$ cat src/rtl/grm_queue.sv
// small register fifo used between front and back and on the result side
`timescale 1ns / 1ps
`default_nettype none

module grm_queue #(
    parameter int DATA_W = 8,
    parameter int DEPTH  = 4
) (
    input  wire logic                           aclk,
    input  wire logic                           aresetn,
    input  wire logic                           push_valid,
    output logic                                push_ready,
    input  wire logic [DATA_W-1:0]              push_data,
    output logic                                pop_valid,
    input  wire logic                           pop_ready,
    output logic [DATA_W-1:0]                   pop_data,
    output logic [$clog2(DEPTH+1)-1:0]          count
);

    localparam int PTR_W = (DEPTH > 1) ? $clog2(DEPTH) : 1;
    localparam int CNT_W = $clog2(DEPTH + 1);

    logic [DATA_W-1:0] slot_reg [DEPTH];
    logic [PTR_W-1:0]  wr_ptr_reg, wr_ptr_next;
    logic [PTR_W-1:0]  rd_ptr_reg, rd_ptr_next;
    logic [CNT_W-1:0]  count_reg, count_next;
    logic              push_do, pop_do;

    assign push_ready = (count_reg != CNT_W'(DEPTH));
    assign pop_valid  = (count_reg != '0);
    assign pop_data   = slot_reg[rd_ptr_reg];
    assign count      = count_reg;

    assign push_do = push_valid && push_ready;
    assign pop_do  = pop_valid && pop_ready;

    always_comb begin
        wr_ptr_next = wr_ptr_reg;
        rd_ptr_next = rd_ptr_reg;
        count_next  = count_reg;
        if (push_do) begin
            wr_ptr_next = (wr_ptr_reg == PTR_W'(DEPTH - 1)) ? '0 : wr_ptr_reg + 1'b1;
        end
        if (pop_do) begin
            rd_ptr_next = (rd_ptr_reg == PTR_W'(DEPTH - 1)) ? '0 : rd_ptr_reg + 1'b1;
        end
        if (push_do && !pop_do) begin
            count_next = count_reg + 1'b1;
        end else if (pop_do && !push_do) begin
            count_next = count_reg - 1'b1;
        end
    end

    always_ff @(posedge aclk) begin
        if (!aresetn) begin
            wr_ptr_reg <= '0;
            rd_ptr_reg <= '0;
            count_reg  <= '0;
        end else begin
            wr_ptr_reg <= wr_ptr_next;
            rd_ptr_reg <= rd_ptr_next;
            count_reg  <= count_next;
        end
    end

    always_ff @(posedge aclk) begin
        if (push_do) begin
            slot_reg[wr_ptr_reg] <= push_data;
        end
    end

endmodule

`default_nettype wire

$ cat config.mk
export PLATFORM = sky130hd
export DESIGN_NAME = grm_queue
export DESIGN_NICKNAME = d
export VERILOG_FILES = /design/src/rtl/grm_queue.sv
export SDC_FILE = /design/constraint.sdc
export NUM_CORES = 1
export LEC_CHECK = 0
export ABC_AREA = 1
export BUFFER_PORTS_ARGS = -buffer_cell sky130_fd_sc_hd__buf_2
export CORE_UTILIZATION = 30
export CTS_BUF_LIST = sky130_fd_sc_hd__clkbuf_2 sky130_fd_sc_hd__clkbuf_4 sky130_fd_sc_hd__clkbuf_8
export DETAILED_ROUTE_END_ITERATION = 8
export PLACE_DENSITY = 0.51
export SYNTH_ARGS = -nofsm -noshare
export SYNTH_HDL_FRONTEND = slang
export SYNTH_SLANG_ARGS = --single-unit
$ cat constraint.sdc
create_clock -name aclk -period 1.7 [get_ports aclk]
set_input_delay 0.34 -clock aclk [delete_from_list [all_inputs] [get_ports aclk]]
set_output_delay 0.34 -clock aclk [all_outputs]
set_load 0.005 [all_outputs]
# == Word-level counts from Yosys, hierarchy flattened ==
# Memory sizes are Yosys's and may differ from the RTL's. A register that Yosys moved wholly into a read port is not among the register bits.
# Index checks and enable logic that the tools add are counted.
# word_totals
mem_count,1
out_inout_bits,13
latchBits,0
in_bits,12
reg_bits,7
romBits,0
mem_bits_rw,32
# memory_table
memory,depth,word_bits,read_ports,rd_ports_with_merged_regs,wr,line_no,text
slot_reg,4,8,1,1,1,23,logic [DATA_W-1:0] slot_reg [DEPTH];
# op_classes
n_mux,8
addsub,4
n_eq_ne,3
n_reduce_logical,8
n_lt_le_gt_ge,0
n_bitwise,0
n_mul,0
shift,0
div,0
# op_table
operator,n
$mux W2,4
$mux W3,2
$add A2 B1 Y2 const B,2
$eq A2 B2 Y1 const B,2
$logic_and A1 B1 Y1,4
$add A3 B1 Y3 const B,1
$ne A3 B3 Y1 const B,1
$reduce_bool A3 Y1,1
$sub A3 B1 Y3 const B,1
$logic_not A1 Y1,2
$mux W1,2
$reduce_bool A2 Y1,1

# == Logic depth before layout (Yosys ltp) ==
# depth
ltp_word,6
depth_mapped,13

# == Worst setup path before layout ==
# No wires, ideal clock.
# synth_path
path_type,register to register
startpoint,reg count_reg[1] (netlist: count[1])
endpoint,reg count_reg[1] (netlist: count[1])
slack_ps,1
n_path_buf,0
t_arrival_ps,1583
period_less_slack_ps,1699
required_ps,1584
stages_incl_launch_ff,10
setup_ps,116
path_cell_list,dfxtp_1 nor2_2 nand2_2 nand2_2 inv_1 ha_1 inv_1 fa_1 o21ai_0 nor2_1
# synth_lines
item,line_no,text
start: declaration,26,"logic [CNT_W-1:0] count_reg, count_next;"
start signal: assignment,62,count_reg <= count_next;
$ne A3 B3 Y1,29,assign push_ready = (count_reg != CNT_W'(DEPTH));
net push_ready,12,"output logic push_ready,"
$logic_and A1 B1 Y1,34,assign push_do = push_valid && push_ready;
net push_do,27,"logic push_do, pop_do;"
$logic_and A1 B1 Y1,47,if (push_do && !pop_do) begin
$mux W3,47,
net count_next[1],26,
# The timed path passes the listed nets, and every way through them passes these cells. The select of a mux whose other input is x is not followed.
# A chain may end at the register's enable or synchronous reset.

# == Worst setup path after layout ==
# layout_path
startpoint,reg count_reg[1] (netlist: count[1])
endpoint,reg count_reg[1] (netlist: count[1])
# layout_lines
item,line_no
$ne A3 B3 Y1,29
$logic_and A1 B1 Y1,34
net push_do,27
$logic_and A1 B1 Y1,47
$mux W3,47
net count_next[1],26
# The timed path passes the listed nets, and every way through them passes these cells. The select of a mux whose other input is x is not followed.

==> key figures <==
Logic synthesis
  • Netlist cell types: 19
  • Yosys warns: 0
  • Post-synthesis sequential area ratio: 67.51%
  • Avg Synthesized Cell Area: 11.58 um^2
  • Cell Area, Synth: 1690 um^2
  • Net Count, Synth: 165
  • Yosys reg bits: 41
  • Cells after Synth: 146

CTS
  • Longest Clk Path Bufs: 2
  • Clock sinks: 41
  • CTS tree: yes
  • H-tree depth: 2
  • Worst-Skew Late Latency: 0.29 ns
  • Clock root cell: clkbuf_8
  • Clk slew on worst S/H paths: 0.08 ns
  • Hold buffers post-CTS: 0
  • TritonCTS Buffers: 5

Global route
  • Remaining Overflow, GRT: 0
  • Antenna violations before repair: 0
  • Vias in the first global route: 1,136
  • GRT Resource Usage Total: 12.59%
  • First-pass GRT wire length: 5485 um
  • Largest net degree at the start of global routing: 17

Final layout
  • Fin nets: 207
  • Share of layout cells above drive strength 1: 31.75%
  • Max reg flops: 32
  • Filler cells: 532
  • Layout Cells excl Fill: 259
  • Antenna diodes: 0
  • Area delta synth->final: 24.80%

Power
  • Static leakage: 0.8508 nW
  • Total Power: 3.253 mW
  • Clock power share: 23.6%
  • Int Power: 2.207 mW
  • Reg power frac: 41.7%
  • Switching power: 1.047 mW
  • Power Dens Cells: 1542 nW/um^2
  • Logic pwr share: 34.6%
  • VDD IR-drop max: 0.7454 mV
  • Sw Share: 32.17%

Placement
  • RD Place Congestion: 0.7353
  • I/O Buffers: 24
  • DP HPWL: 2322 um
  • Pre-CTS WS: 0.01476 ns
  • Placed cell count: 248

Setup path
  • CP Data Required Time: 1.89 ns
  • Reg-to-reg slack, setup: 0.1 ns
  • Reg2reg path depth: 9
  • Max FO, Critical Path: 4
  • R2r startpoint: count[1]
  • Critical path type: reg2reg
  • Critical path endpoint category: flop
  • Startpoint types: flop
  • Worst r2r dst: count[1]
  • CP arrival: 1.79 ns

STA
  • Final Setup Violations: 0
  • Fin crit period: 1.603 ns
  • Relative slew slack: 87.25%
  • Slew Limit Fails: 0
  • Max Fclk: 0.6239 GHz
  • Setup tns final: 0 ns
  • Final Hold Fails: 0
  • Least-Margin Pin Slew: 0.1909 ns
  • Fin Clk Skew: 0.003037 ns
  • Part of the cycle the worst path needs: 94.29%
  • Final worst slack: 0.09705 ns
  • RSZ-0062 raised after global routing: true

Floorplan
  • Core Region: 5270 um^2
  • Initial Utilization: 32.08%
  • Die area: 5939 um^2
  • Die Height: 77.07 um
  • Chip Width: 77.07 um
  • I/O pin count: 25
  • Site Rows: 26

Min path
  • Hold Path Depth: 1
  • Min-delay src: push_data[4]
  • Worst hold path endpoint: slot_reg[1][4]
  • Hold WC Path Type: in2reg

Drt
  • Routed vias: 1,178
  • WL final: 3387 um
  • DR WL/cell: 13.08 um
  • DR iter-0 viols: 48
  • Vias/cell: 4.548
  • Residual DRC count: 0
  • Pre-antenna DRT Iters: 4
  • Final antenna-violating net count: 0

Outcome
  • Outcome: completed

Run
  • Max-Cap Viols: 0
## critical path, cell delays in order (launching register included)
cell and delay (ns):
dfxtp_2 0.34, nor2_4 0.12, nand2_2 0.08, nand2_2 0.08
inv_1 0.04, ha_2 0.18, inv_2 0.06, fa_2 0.43
o21ai_1 0.13, nor2_1 0.05
## worst max-delay path by stage
| stage | endpoint | start | cells after the start | slack (ns) |
|---|---|---|---|---|
| floorplan | count[1] | count[1] | 9 | 0.001 |
| global route | count[2] | count[1] | 11 | -0.0003 |
| global placement | count[2] | count[1] | 12 | 0.07 |
| detailed placement | count[1] | count[1] | 9 | 0.01 |
| CTS | count[2] | count[0] | 12 | 0.009 |
| finish | count[1] | count[1] | 9 | 0.1 |
## logic make-up after synthesis
kind of cell / synth area share, %
simple gates: 12.21
flops: 67.51
compound gates: 9.549
buf+inv: 5.107
fa+ha+maj: 5.625
## what timing repair did
action | CTS | global route
buffers inserted | 0 | 3
setup endpoints to repair | 10 | 8
endpoints found under the hold margin | 0 | 0
pin swaps | 1 | 2
gates resized for setup | 5 | 9
## Yosys cell counts
cell,count,area (um^2)
a21oi_1,2,10.01
nand2_1,13,48.80
nand2_2,2,12.51
nand3b_1,1,7.510
o22ai_1,8,50.05
nand4_1,1,6.260
dfxtp_1,9,180.2
fa_1,1,20.02
ha_1,6,75.07
inv_1,16,60.06
edfxtp_1,32,960.9
o21ai_1,1,5.000
o21ai_2,3,26.28
nand3_1,1,5.000
nor2_2,1,6.260
nor2_1,32,120.1
inv_2,1,3.750
buf_6,2,22.52
o21ai_0,14,70.07
## power groups by stage
| stage | Sequential [mW] | Clock [mW] | Combinational, mW |
|---|---|---|---|
| finish | 1.36 | 0.769 | 1.13 |
| global route | 1.38 | 0.838 | 1.27 |
| CTS | 1.36 | 0.789 | 1.07 |
| detailed placement | 1.37 | 0 | 1.05 |
| global placement | 1.36 | 0 | 0.999 |
| floorplan | 1.37 | 0 | 0.609 |
## final cells by class
cell class / count / area (um^2) / share of cell area, %
Clock buffer: 6 / 76.32 / 3.618
Clock inverter: 2 / 33.78 / 1.601
Inverter: 17 / 70.07 / 3.321
Multi-Input combinational cell: 86 / 475.5 / 22.54
Sequential cell: 41 / 1149 / 54.45
Tap cell: 70 / 87.58 / 4.152
Timing Repair Buffer: 37 / 217.7 / 10.32
## placed cells by master, fill, tap and decap left out, drive strengths merged
cell,Yosys,final
nand4,1,1
buf,2,37
ha,6,6
dfxtp,9,9
o21ai,18,18
o22ai,8,8
nand2,15,15
a21oi,2,2
nand3b,1,1
clkbuf,0,6
nor2,33,33
clkinv,0,1
edfxtp,32,32
inv,17,16
clkinvlp,0,1
bufinv,0,1
fa,1,1
nand3,1,1
## routing by layer
| layer | part of all wire, % | global-route usage (%) | vias up | routed length (um) |
|---|---|---|---|---|
| li1 | - | - | 581 | - |
| met2 | 51 | 21.61 | 24 | 1717 |
| met5 | 0 | 0 | - | 0 |
| met3 | 5.0 | 4.762 | 6 | 169 |
| met1 | 42 | 13.74 | 567 | 1438 |
| met4 | 1.8 | 5.660 | 0 | 61 |
## through the flow
stage | util [%] | instance area (um^2) | hold slack [ns]
finish | 40.03 | 2110 | 0.2610
global route | 40.03 | 2110 | 0.2502
CTS | 39.29 | 2071 | 0.2562
detailed placement | 37.01 | 1951 | 0.5245
global placement | 37.01 | 1951 | 0.5191
floorplan | - | 1690 | 0.4389
Power figures use the tool's default switching activity.
