File: src/rtl/grm_pkg.sv
// shared types, constants and register map of the grayscale row mirror
`timescale 1ns / 1ps
`default_nettype none

package grm_pkg;

    // line store
    localparam int MAX_WIDTH_DEFAULT = 2048;

    // queue depths
    localparam int CMD_DEPTH = 4;
    localparam int OUT_DEPTH = 4;

    // config port
    localparam int CFG_ADDR_W = 4;
    localparam int CFG_DATA_W = 32;
    localparam int ROW_WIDTH_W = 12;
    localparam int WEIGHT_W = 9;

    localparam logic [1:0] REG_ROW_WIDTH    = 2'd0;
    localparam logic [1:0] REG_WEIGHT_RED   = 2'd1;
    localparam logic [1:0] REG_WEIGHT_GREEN = 2'd2;
    localparam logic [1:0] REG_WEIGHT_BLUE  = 2'd3;

    localparam logic [ROW_WIDTH_W-1:0] ROW_WIDTH_RST    = 12'd640;
    localparam logic [WEIGHT_W-1:0]    WEIGHT_RED_RST   = 9'd54;
    localparam logic [WEIGHT_W-1:0]    WEIGHT_GREEN_RST = 9'd184;
    localparam logic [WEIGHT_W-1:0]    WEIGHT_BLUE_RST  = 9'd18;

    // input kind codes
    localparam logic KIND_PIXEL = 1'b0;
    localparam logic KIND_IDLE  = 1'b1;

    localparam int COMP_W = 8;
    localparam int PROD_W = WEIGHT_W + COMP_W;

    typedef struct packed {
        logic emit;
        logic row_end;
        logic wr;
    } cmd_ctl_t;

    typedef struct packed {
        logic [PROD_W-1:0] red;
        logic [PROD_W-1:0] green;
        logic [PROD_W-1:0] blue;
    } prod_t;

endpackage

`default_nettype wire

File: src/rtl/grm_front.sv
// front end: accepts words, tracks fill and drain position, forms line store commands
`timescale 1ns / 1ps
`default_nettype none

module grm_front import grm_pkg::*; #(
    parameter int MAX_WIDTH = MAX_WIDTH_DEFAULT
) (
    input  wire logic                          aclk,
    input  wire logic                          aresetn,
    input  wire logic                          s_tvalid,
    output logic                               s_tready,
    input  wire logic                          s_tuser,     // kind
    input  wire logic [23:0]                   s_tdata,     // red, green, blue
    input  wire logic [ROW_WIDTH_W-1:0]        row_width,
    input  wire logic [WEIGHT_W-1:0]           weight_red,
    input  wire logic [WEIGHT_W-1:0]           weight_green,
    input  wire logic [WEIGHT_W-1:0]           weight_blue,
    output logic                               cmd_valid,
    input  wire logic                          cmd_ready,
    output cmd_ctl_t                           cmd_ctl,
    output prod_t                              cmd_prod,
    output logic [$clog2(MAX_WIDTH):0]         cmd_rd_addr,
    output logic [$clog2(MAX_WIDTH):0]         cmd_wr_addr
);

    localparam int COL_W = $clog2(MAX_WIDTH);
    localparam int CNT_W = $clog2(MAX_WIDTH + 1);

    logic             fill_bank_reg, fill_bank_next;
    logic [COL_W-1:0] fill_col_reg, fill_col_next;
    logic [CNT_W-1:0] drain_rem_reg, drain_rem_next;
    logic [CNT_W-1:0] eff_width;
    logic [CNT_W-1:0] written;
    logic [CNT_W-1:0] drain_dec;
    logic             accept;
    logic             is_pixel;

    assign s_tready  = cmd_ready;
    assign cmd_valid = s_tvalid;
    assign accept    = s_tvalid && cmd_ready;
    assign is_pixel  = (s_tuser == KIND_PIXEL);

    // zero acts as one, anything above the store size is clamped
    always_comb begin
        if (row_width == '0) begin
            eff_width = CNT_W'(1);
        end else if (32'(row_width) > 32'(MAX_WIDTH)) begin
            eff_width = CNT_W'(MAX_WIDTH);
        end else begin
            eff_width = CNT_W'(row_width);
        end
    end

    assign written   = CNT_W'(fill_col_reg) + 1'b1;
    assign drain_dec = drain_rem_reg - 1'b1;

    always_comb begin
        cmd_ctl.emit    = (drain_rem_reg != '0);
        cmd_ctl.row_end = (drain_rem_reg == CNT_W'(1));
        cmd_ctl.wr      = is_pixel;
        cmd_rd_addr     = {~fill_bank_reg, drain_dec[COL_W-1:0]};
        cmd_wr_addr     = {fill_bank_reg, fill_col_reg};
        cmd_prod.red    = PROD_W'(weight_red)   * PROD_W'(s_tdata[7:0]);
        cmd_prod.green  = PROD_W'(weight_green) * PROD_W'(s_tdata[15:8]);
        cmd_prod.blue   = PROD_W'(weight_blue)  * PROD_W'(s_tdata[23:16]);
    end

    always_comb begin
        fill_bank_next = fill_bank_reg;
        fill_col_next  = fill_col_reg;
        drain_rem_next = (drain_rem_reg != '0) ? drain_dec : drain_rem_reg;
        if (is_pixel) begin
            if (written >= eff_width) begin
                // row complete: swap banks and start draining it
                fill_bank_next = ~fill_bank_reg;
                fill_col_next  = '0;
                drain_rem_next = written;
            end else begin
                fill_col_next = written[COL_W-1:0];
            end
        end
    end

    always_ff @(posedge aclk) begin
        if (!aresetn) begin
            fill_bank_reg <= 1'b0;
            fill_col_reg  <= '0;
            drain_rem_reg <= '0;
        end else if (accept) begin
            fill_bank_reg <= fill_bank_next;
            fill_col_reg  <= fill_col_next;
            drain_rem_reg <= drain_rem_next;
        end
    end

endmodule

`default_nettype wire

File: config.mk
export PLATFORM = sky130hd
export DESIGN_NAME = grm_front
export DESIGN_NICKNAME = d
export VERILOG_FILES = /design/src/rtl/grm_pkg.sv /design/src/rtl/grm_front.sv
export SDC_FILE = /design/constraint.sdc
export NUM_CORES = 1
export LEC_CHECK = 0
export BUFFER_PORTS_ARGS = -buffer_cell sky130_fd_sc_hd__buf_4
export CAP_MARGIN = 0
export CORE_UTILIZATION = 45
export DETAILED_ROUTE_END_ITERATION = 7
export PLACE_DENSITY = 0.69
export SYNTH_ARGS = -nofsm -noshare
export SYNTH_HDL_FRONTEND = slang
export SYNTH_SLANG_ARGS = --single-unit
File: constraint.sdc
create_clock -name aclk -period 6.1 [get_ports aclk]
set_input_delay 1.22 -clock aclk [delete_from_list [all_inputs] [get_ports aclk]]
set_output_delay 1.22 -clock aclk [all_outputs]
set_load 0.005 [all_outputs]
Yosys cells after proc, flatten, opt, wreduce, memory -nomap -nowiden
Index checks and enable logic that the tools add are counted.
Widths: inputs -> output; s select.
{"block": "totals", "ff_bits": 24, "word_cells": 24, "out_inout_bits": 80}
{"block": "op_classes", "order_cmp": 2, "mul": 3, "mux": 6, "bitwise": 2, "n_eq_ne": 1, "add_sub_neg": 2, "reduce_logical": 5}
{"op": "$mux 12", "n": 5}
{"op": "$mul 9x8->17", "n": 3}
{"op": "$add 11x1->12 const B", "n": 1}
{"op": "$eq 12x1->1 const B", "n": 1}
{"op": "$ge 12x12->1", "n": 1}
{"op": "$gt 12x12->1 const B", "n": 1}
{"op": "$logic_not 12->1", "n": 1}
{"op": "$reduce_bool 12->1", "n": 1}
{"op": "$sub 12x1->12 const B", "n": 1}
{"op": "$mux 11", "n": 1}
{"op": "$reduce_and 3->1", "n": 1}
{"op": "$not 1->1", "n": 2}
{"op": "$reduce_and 2->1", "n": 1}
{"op": "$logic_and 1x1->1", "n": 1}

Longest topological paths before layout
Gate-level depths: netlist of run 1.
{"block": "depth", "ltp_word": 6, "depth_mapped": 16, "depth_no_buf": 16}

Least setup slack after synthesis of run 1
Ideal clock, no wire load.
{"block": "synth_path", "kind": "input -> output", "startpoint": "input s_tdata[10]", "endpoint": "output cmd_prod[31] (netlist bit)", "arrival_time_ns": 5.013, "setup_slack_ns": -0.133, "required_ns": 4.880, "n_path_buf": 0, "cell_stages": 14, "path_cell_list": "and2_1 > fa_1 > fa_1 > fa_1 > inv_1 > fa_1 > inv_1 > ha_1 > a21oi_1 > o22a_1 > o41ai_1 > or2_2 > and3_1 > o41ai_1"}
{"item": "start, declared", "line_no": "grm_front.sv:13", "text": "input wire logic [23:0] s_tdata,"}
{"item": "end, declared", "line_no": "grm_front.sv:21", "text": "output prod_t cmd_prod,"}

==> results of run 1 <==
final cells by class:
type                            instances  area, um2
Multi-Input combinational cell        818       8360
Sequential cell                        24        480
Tap cell                              260        325
Clock buffer                            4       88.8
Timing Repair Buffer                  273       2350
Fill cell                            1527       6640
Inverter                              188        708
power by group through the flow:
stage          logic, mW  registers [mW]  clock network [mW]
3_3_place_gp        3.05           0.181                   0
5_1_grt             4.24           0.179               0.166
3_5_place_dp        3.11           0.181                   0
6_report            3.86           0.178               0.161
4_1_cts             3.63           0.177               0.161
2_1_floorplan       1.70           0.178                   0
metal layers:
metal	vias to the layer above	track usage [%]
li1	3877	-
met1	3825	31.1
met4	0	4.36
met2	210	38.5
met5	-	0
met3	31	1.59
cell families after synthesis:
kind of cell    count (synthesis)  share of synthesized area, %
flops                          24                          5.46
fa+ha+maj                     252                          46.6
simple gates                  366                          22.8
xor+xnor                       51                          5.07
compound gates                143                          10.5
buf+inv                       201                          8.85
mux                             6                         0.696
what timing repair did:
item,4_1_cts,5_1_grt
pin swaps,116,66
resized for setup,189,81
setup endpoints to repair,25,23
endpoints found under the hold margin,0,0
buffers inserted,14,10
worst register-to-register path: stages (launching register included):
cell and delay [ns]:
dfxtp_1 0.47, nand3_1 0.16, nor2_1 0.32, nand4_1 0.16
xor2_1 0.30, inv_1 0.09, ha_1 0.33, a21oi_1 0.16
nor2_1 0.06, a211oi_2 0.33, o22a_1 0.50, o311ai_1 0.18
a22o_1 0.22
stage by stage:
stage               worst slack (ns)  TNS (ns)  hold slack [ns]  util [%]
floorplan                     0.0210         0            0.469         -
global placement              -0.428     -5.68            0.491      58.1
detailed placement            -0.519     -6.72            0.503      58.1
CTS                           -0.323     -1.42            0.514      63.0
global route                  -0.376     -3.83            0.535      65.0
finish                        -0.216     -1.53            0.514      65.0
cell usage in the layout (no fill, tap or decap), types with 10 or more instances in the layout:
cell type	synthesis	layout
buf_4	6	210
inv_2	0	14
ha_4	0	19
nand2_1	86	68
xnor2_1	36	32
fa_2	0	11
nor2_1	34	32
nand2_4	0	10
and2_4	0	36
a21oi_1	42	26
a31oi_1	11	10
xor2_1	15	14
buf_6	0	50
inv_1	188	173
nand3_1	14	14
dfxtp_1	24	24
fa_1	126	115
a21oi_2	1	12
o21ai_0	33	22
ha_1	126	105
a21o_1	10	10
and2_1	184	148
worst max path at each step:
stage,from,to,slack (ns)
after floorplan,weight_green[3],cmd_prod[31],0.02
after global placement,s_tdata[15],cmd_prod[31],-0.43
after detailed placement,s_tdata[2],cmd_prod[50],-0.52
after CTS,s_tdata[15],cmd_prod[33],-0.32
after global routing,s_tdata[5],cmd_prod[48],-0.38
final,s_tdata[6],cmd_prod[48],-0.22
==> out/qor.txt, run 1 <==
Top cells by count, synth = inv_1, and2_1, fa_1, ha_1, nand2_1
GP Congestion = 0.864
Count leader, synth = inv_1
Share of post-route cells with drive strength above 1 = 33.8%
Initial antenna violation count = 0
RSZ-0062 raised after global routing = true
Slowest stage delay, CP = 0.56 ns
Num ports = 148
Placed cell count = 1545
Main synth FF type = dfxtp_1
Cell Count, Final, Fillers Out = 1567
Max-slew headroom = 41.0%
Vias in the first global route = 8109
Critical path peak fanout = 4
Fin. max-slew vios = 0
Syn avg cell area = 8.44 um2
Drt drc = 0
Crit path buf inv count = 7
Area grow syn2layout = 40.0%
Max layer used = met4
# diodes = 0
Largest register FFs = 12
Die W = 142 um
Row Count = 50
Synth top area share = 28.7%
CP startpoint kind = input pin
First-pass GRT wire length = 37200 um
Pwr/cell area = 341 nW/um2
Critical Path AT = 5.10 ns
Leading post-synthesis cells by cell area = fa_1, ha_1, and2_1
Violated checks = setup timing
Net count after synthesis = 1363
Maxcap violations = 0
Leakage = 6.24 nW
Unique cell type count in the Yosys netlist = 62
Reg2reg setup slack = 2.71 ns
Setup-failing EPs final = 13
Hold/Removal Path Class = reg -> reg
Clock transition at path regs = 0.06 ns
Seq pwr share = 4.2%
Least-Margin Pin Slew = 0.883 ns
Root Buffer = clkbuf_16
Hold path startpoint = fill_col_reg[1]$_SDFFE_PN0P_
Die area = 20100 um2
Total track usage = 22.4%
Post-synthesis sequential area ratio = 5.46%
CP max stage cell = fa_1
DRT Pass-1 Iters = 4
YS warnings = 0
Cell mode on critical path = fa_1
WL met3 = 926 um
Fin crit period = 6.32 ns
NumNets Final = 1628
FF-to-FF Start = fill_col_reg[0]$_SDFFE_PN0P_
Maximum vdd drop = 0.000206 V
Yosys top cell by area = fa_1
CTS max path bufs = 2
Hold buffers post-CTS = 0
Crit-path cells = buf_8 > buf_6 > nand2_4 > fa_1 > fa_1 > inv_2 > fa_1 > inv_2 > fa_1 > inv_2 > ha_4 > buf_6 > o21ai_4 > a21oi_2 > a41oi_2 > o21bai_1 > a21oi_1 > xnor2_1 > buf_4
Final worst slack = -0.216 ns
Min-Delay Endpoint = fill_col_reg[1]$_SDFFE_PN0P_
Hold Path Cell Cnt = 2
Clock Latency Late Sink = 0.26 ns
DR vias/cell = 5.07
Initial DRC Count = 321
CTS tree = yes
Reg2Reg Depth = 12
Synthesized area = 8800 um2
CP delay by family, top = adder cells
Final Skew = 0.00392 ns
Final wirelength = 22100 um
Async set-reset flop share out of synthesis = 0%
Outcome = complete, but fails checks
Routed metal-1 wire length = 10100 um
P_int = 2.33 mW
Num CTS Buffers = 3
Clock power frac = 3.8%
Maximum clock rate = 0.158 GHz
Syn Inst Count = 1043
Data required, critical path = 4.88 ns
GRT overflow = 0
Post-DP HPWL = 18000 um
Final hold vios = 0
Htree depth = 1
Core footprint = 19000 um2
Avg WL per Cell = 14.1 um
Crit. path cell count = 19
EDFF count, synth = 0
Final Cycle Share = 104%
Sw Ratio = 44.5%
Psw = 1.87 mW
Post-DRT Antenna Nets = 0
Total placed instance area = 11000 um2
Largest net degree at the start of global routing = 15
IO buf count = 147
Critical path endpoint category = output pin
Starting density of the core = 46.4%
Crit Path Class = in -> out
Power consumption = 4.20 mW
Worst R2R End = drain_rem_reg[0]$_SDFFE_PN0P_
Design area = 12300 um2
Total number of vias = 7943
Chip Height = 142 um
Yosys reg bits = 24
# clock sinks = 24
DR WL met2 = 10700 um
Comb power frac = 91.9%
(Power assumes the default switching activity.)
==> run 2: changes to the inputs <==
--- a/config.mk
+++ b/config.mk
@@ -9,7 +9,8 @@
 export CAP_MARGIN = 0
 export CORE_UTILIZATION = 45
 export DETAILED_ROUTE_END_ITERATION = 7
-export PLACE_DENSITY = 0.69
+export PLACE_DENSITY_LB_ADDON = 0.2
+export SETUP_SLACK_MARGIN = 0.1
 export SYNTH_ARGS = -nofsm -noshare
 export SYNTH_HDL_FRONTEND = slang
 export SYNTH_SLANG_ARGS = --single-unit
==> out/qor.txt, run 2 (synthesized netlist as in run 1, its figures left out) <==
Outcome = complete, but fails checks (unchanged)
Violated checks = setup timing (unchanged)
Fin crit period = 6.33 ns (was 6.32 ns)
# diodes = 0 (unchanged)
Reg2Reg Depth = 12 (unchanged)
Total number of vias = 7798 (was 7943)
Starting density of the core = 46.4% (unchanged)
First-pass GRT wire length = 35900 um (was 37200 um)
Largest net degree at the start of global routing = 15 (unchanged)
Share of post-route cells with drive strength above 1 = 33.3% (was 33.8%)
Post-DRT Antenna Nets = 0 (unchanged)
Area grow syn2layout = 39.4% (was 40.0%)
Final Skew = 0.00166 ns (was 0.00392 ns)
CTS tree = yes (unchanged)
Avg WL per Cell = 13.6 um (was 14.1 um)
Setup TNS = -1.44 ns (was -1.53 ns)
Clock transition at path regs = 0.06 ns (about the same)
Core footprint = 19000 um2 (unchanged)
Setup-failing EPs final = 16 (was 13)
Total placed instance area = 11100 um2 (was 11000 um2)
Final worst slack = -0.226 ns (was -0.216 ns)
Max-slew headroom = 42.1% (was 41.0%)
GRT overflow = 0 (unchanged)
Vias in the first global route = 8063 (was 8109)
Crit Path Class = in -> out (unchanged)
Initial DRC Count = 179 (was 321)
IO buf count = 147 (unchanged)
Leakage = 6.25 nW (was 6.24 nW)
# clock sinks = 24 (unchanged)
Hold Path Cell Cnt = 2 (unchanged)
DR vias/cell = 4.98 (was 5.07)
Drt drc = 0 (unchanged)
Critical path endpoint category = output pin (unchanged)
Num ports = 148 (unchanged)
Num CTS Buffers = 3 (unchanged)
Critical path peak fanout = 5 (was 4)
Least-Margin Pin Slew = 0.866 ns (was 0.883 ns)
Hold/Removal Path Class = reg -> reg (unchanged)
Util after Layout = 64.7% (was 65.0%)
Chip Height = 142 um (unchanged)
Design area = 12300 um2 (about the same)
Fin. max-slew vios = 0 (unchanged)
GP Congestion = 0.844 (was 0.864)
Final wirelength = 21300 um (was 22100 um)
Maximum clock rate = 0.158 GHz (about the same)
Maxcap violations = 0 (unchanged)
CP startpoint kind = input pin (unchanged)
Most frequent cells in the layout = buf_4, inv_1, and2_1 (unchanged)
Htree depth = 1 (unchanged)
Post-DP HPWL = 17400 um (was 18000 um)
Root Buffer = clkbuf_16 (unchanged)
Final hold vios = 0 (unchanged)
CTS max path bufs = 2 (unchanged)
Total track usage = 21.5% (was 22.4%)
Final Cycle Share = 104% (about the same)
Die area = 20100 um2 (unchanged)
CP max stage cell = fa_1 (unchanged)
Crit-path cells = buf_8 > nand2_4 > fa_1 > fa_1 > inv_2 > fa_1 > inv_2 > fa_1 > inv_2 > ha_4 > a21oi_4 > o22a_1 > o41ai_4 > or2_4 > and3_4 > o41ai_4 > buf_4 (was buf_8 > buf_6 > nand2_4 > fa_1 > fa_1 > inv_2 > fa_1 > inv_2 > fa_1 > inv_2 > ha_4 > buf_6 > o21ai_4 > a21oi_2 > a41oi_2 > o21bai_1 > a21oi_1 > xnor2_1 > buf_4)
RSZ-0062 raised after global routing = true (unchanged)
Pwr/cell area = 352 nW/um2 (was 341 nW/um2)
Critical Path AT = 5.11 ns (was 5.10 ns)
Maximum vdd drop = 0.000364 V (was 0.000206 V)
DRT Pass-1 Iters = 4 (unchanged)
Die W = 142 um (unchanged)
Slowest stage delay, CP = 0.54 ns (was 0.56 ns)
Clock Latency Late Sink = 0.26 ns (about the same)
Cell mode on critical path = fa_1 (unchanged)
Data required, critical path = 4.88 ns (about the same)
Commonest non-fill, non-tap cell in the layout = buf_4 (unchanged)
Initial antenna violation count = 0 (unchanged)
NumNets Final = 1628 (unchanged)
Largest register FFs = 12 (unchanged)
Row Count = 50 (unchanged)
[run 2: changes by cell type in the layout (fill, tap and decap cells not counted), moves of 3 or more]
| cell | before | now |
|---|---|---|
| buf_4 | 210 | 225 |
| buf_6 | 50 | 34 |
| ha_4 | 19 | 15 |
| ha_1 | 105 | 109 |
| nand2_4 | 10 | 6 |
| and2_1 | 148 | 152 |
| and2_4 | 36 | 32 |
| xnor2_1 | 32 | 29 |
[run 2: path summary, 6_finish.rpt]
| check | startpoint | to | slack, ns |
|---|---|---|---|
| min reg2reg | fill_col_reg[1]$_SDFFE_PN0P_ | fill_col_reg[1]$_SDFFE_PN0P_ | 0.52 |
| min | fill_col_reg[1]$_SDFFE_PN0P_ | fill_col_reg[1]$_SDFFE_PN0P_ | 0.52 |
| max | weight_green[5] | cmd_prod[31] | -0.23 |
| max reg2reg | fill_col_reg[0]$_SDFFE_PN0P_ | drain_rem_reg[2]$_SDFFE_PN0P_ | 2.75 |
[run 2: critical path, delay by kind of cell]
kind,cells,cell delay [ns]
simple gates,3,0.46
fa+ha+maj,5,2.35
compound gates,4,0.68
buf+inv,5,0.38
[run 2: layer usage]
metal / global-route usage [%] / up-vias / routed length [um]
met4: 2.15 / 0 / 93
met2: 42.1 / 127 / 11300
li1: - / 3873 / -
met1: 26.8 / 3789 / 9310
met5: 0 / - / 0
met3: 0.675 / 9 / 510
[run 2: repair_timing]
action                     4_1_cts  5_1_grt
resized for setup              133       98
hold buffers                     0        0
cloned                           1        1
setup endpoints to repair       25       27
pin swaps                       91       62
buffers inserted                14        7
[run 2: per-stage QoR]
| step | std cells | total power, mW | worst slack (ns) | hold slack, ns |
|---|---|---|---|---|
| 3_5_place_dp | 1545 | 3.30 | -0.467 | 0.504 |
| 5_1_grt | 1567 | 4.74 | -0.360 | 0.557 |
| 3_3_place_gp | 1545 | 3.26 | -0.504 | 0.496 |
| 6_report | 1567 | 4.32 | -0.226 | 0.517 |
| 4_1_cts | 1560 | 3.96 | -0.251 | 0.516 |
| 2_1_floorplan | 1043 | 1.93 | 0.0871 | 0.469 |
[run 2: final cells by class]
class	instances	area, um2
tap	260	325
timing repair buffer	273	2320
clock buffer	3	75.1
clock inverter	1	30.0
sequential	24	480
inverter	188	708
fill	1626	6690
multi-input combinational	818	8330
[run 2: power breakdown]
group          internal (mW)  switching (mW)  total (mW)
combinational           2.14            1.82        3.96
clock                  0.130          0.0564       0.187
sequential             0.164          0.0136       0.178
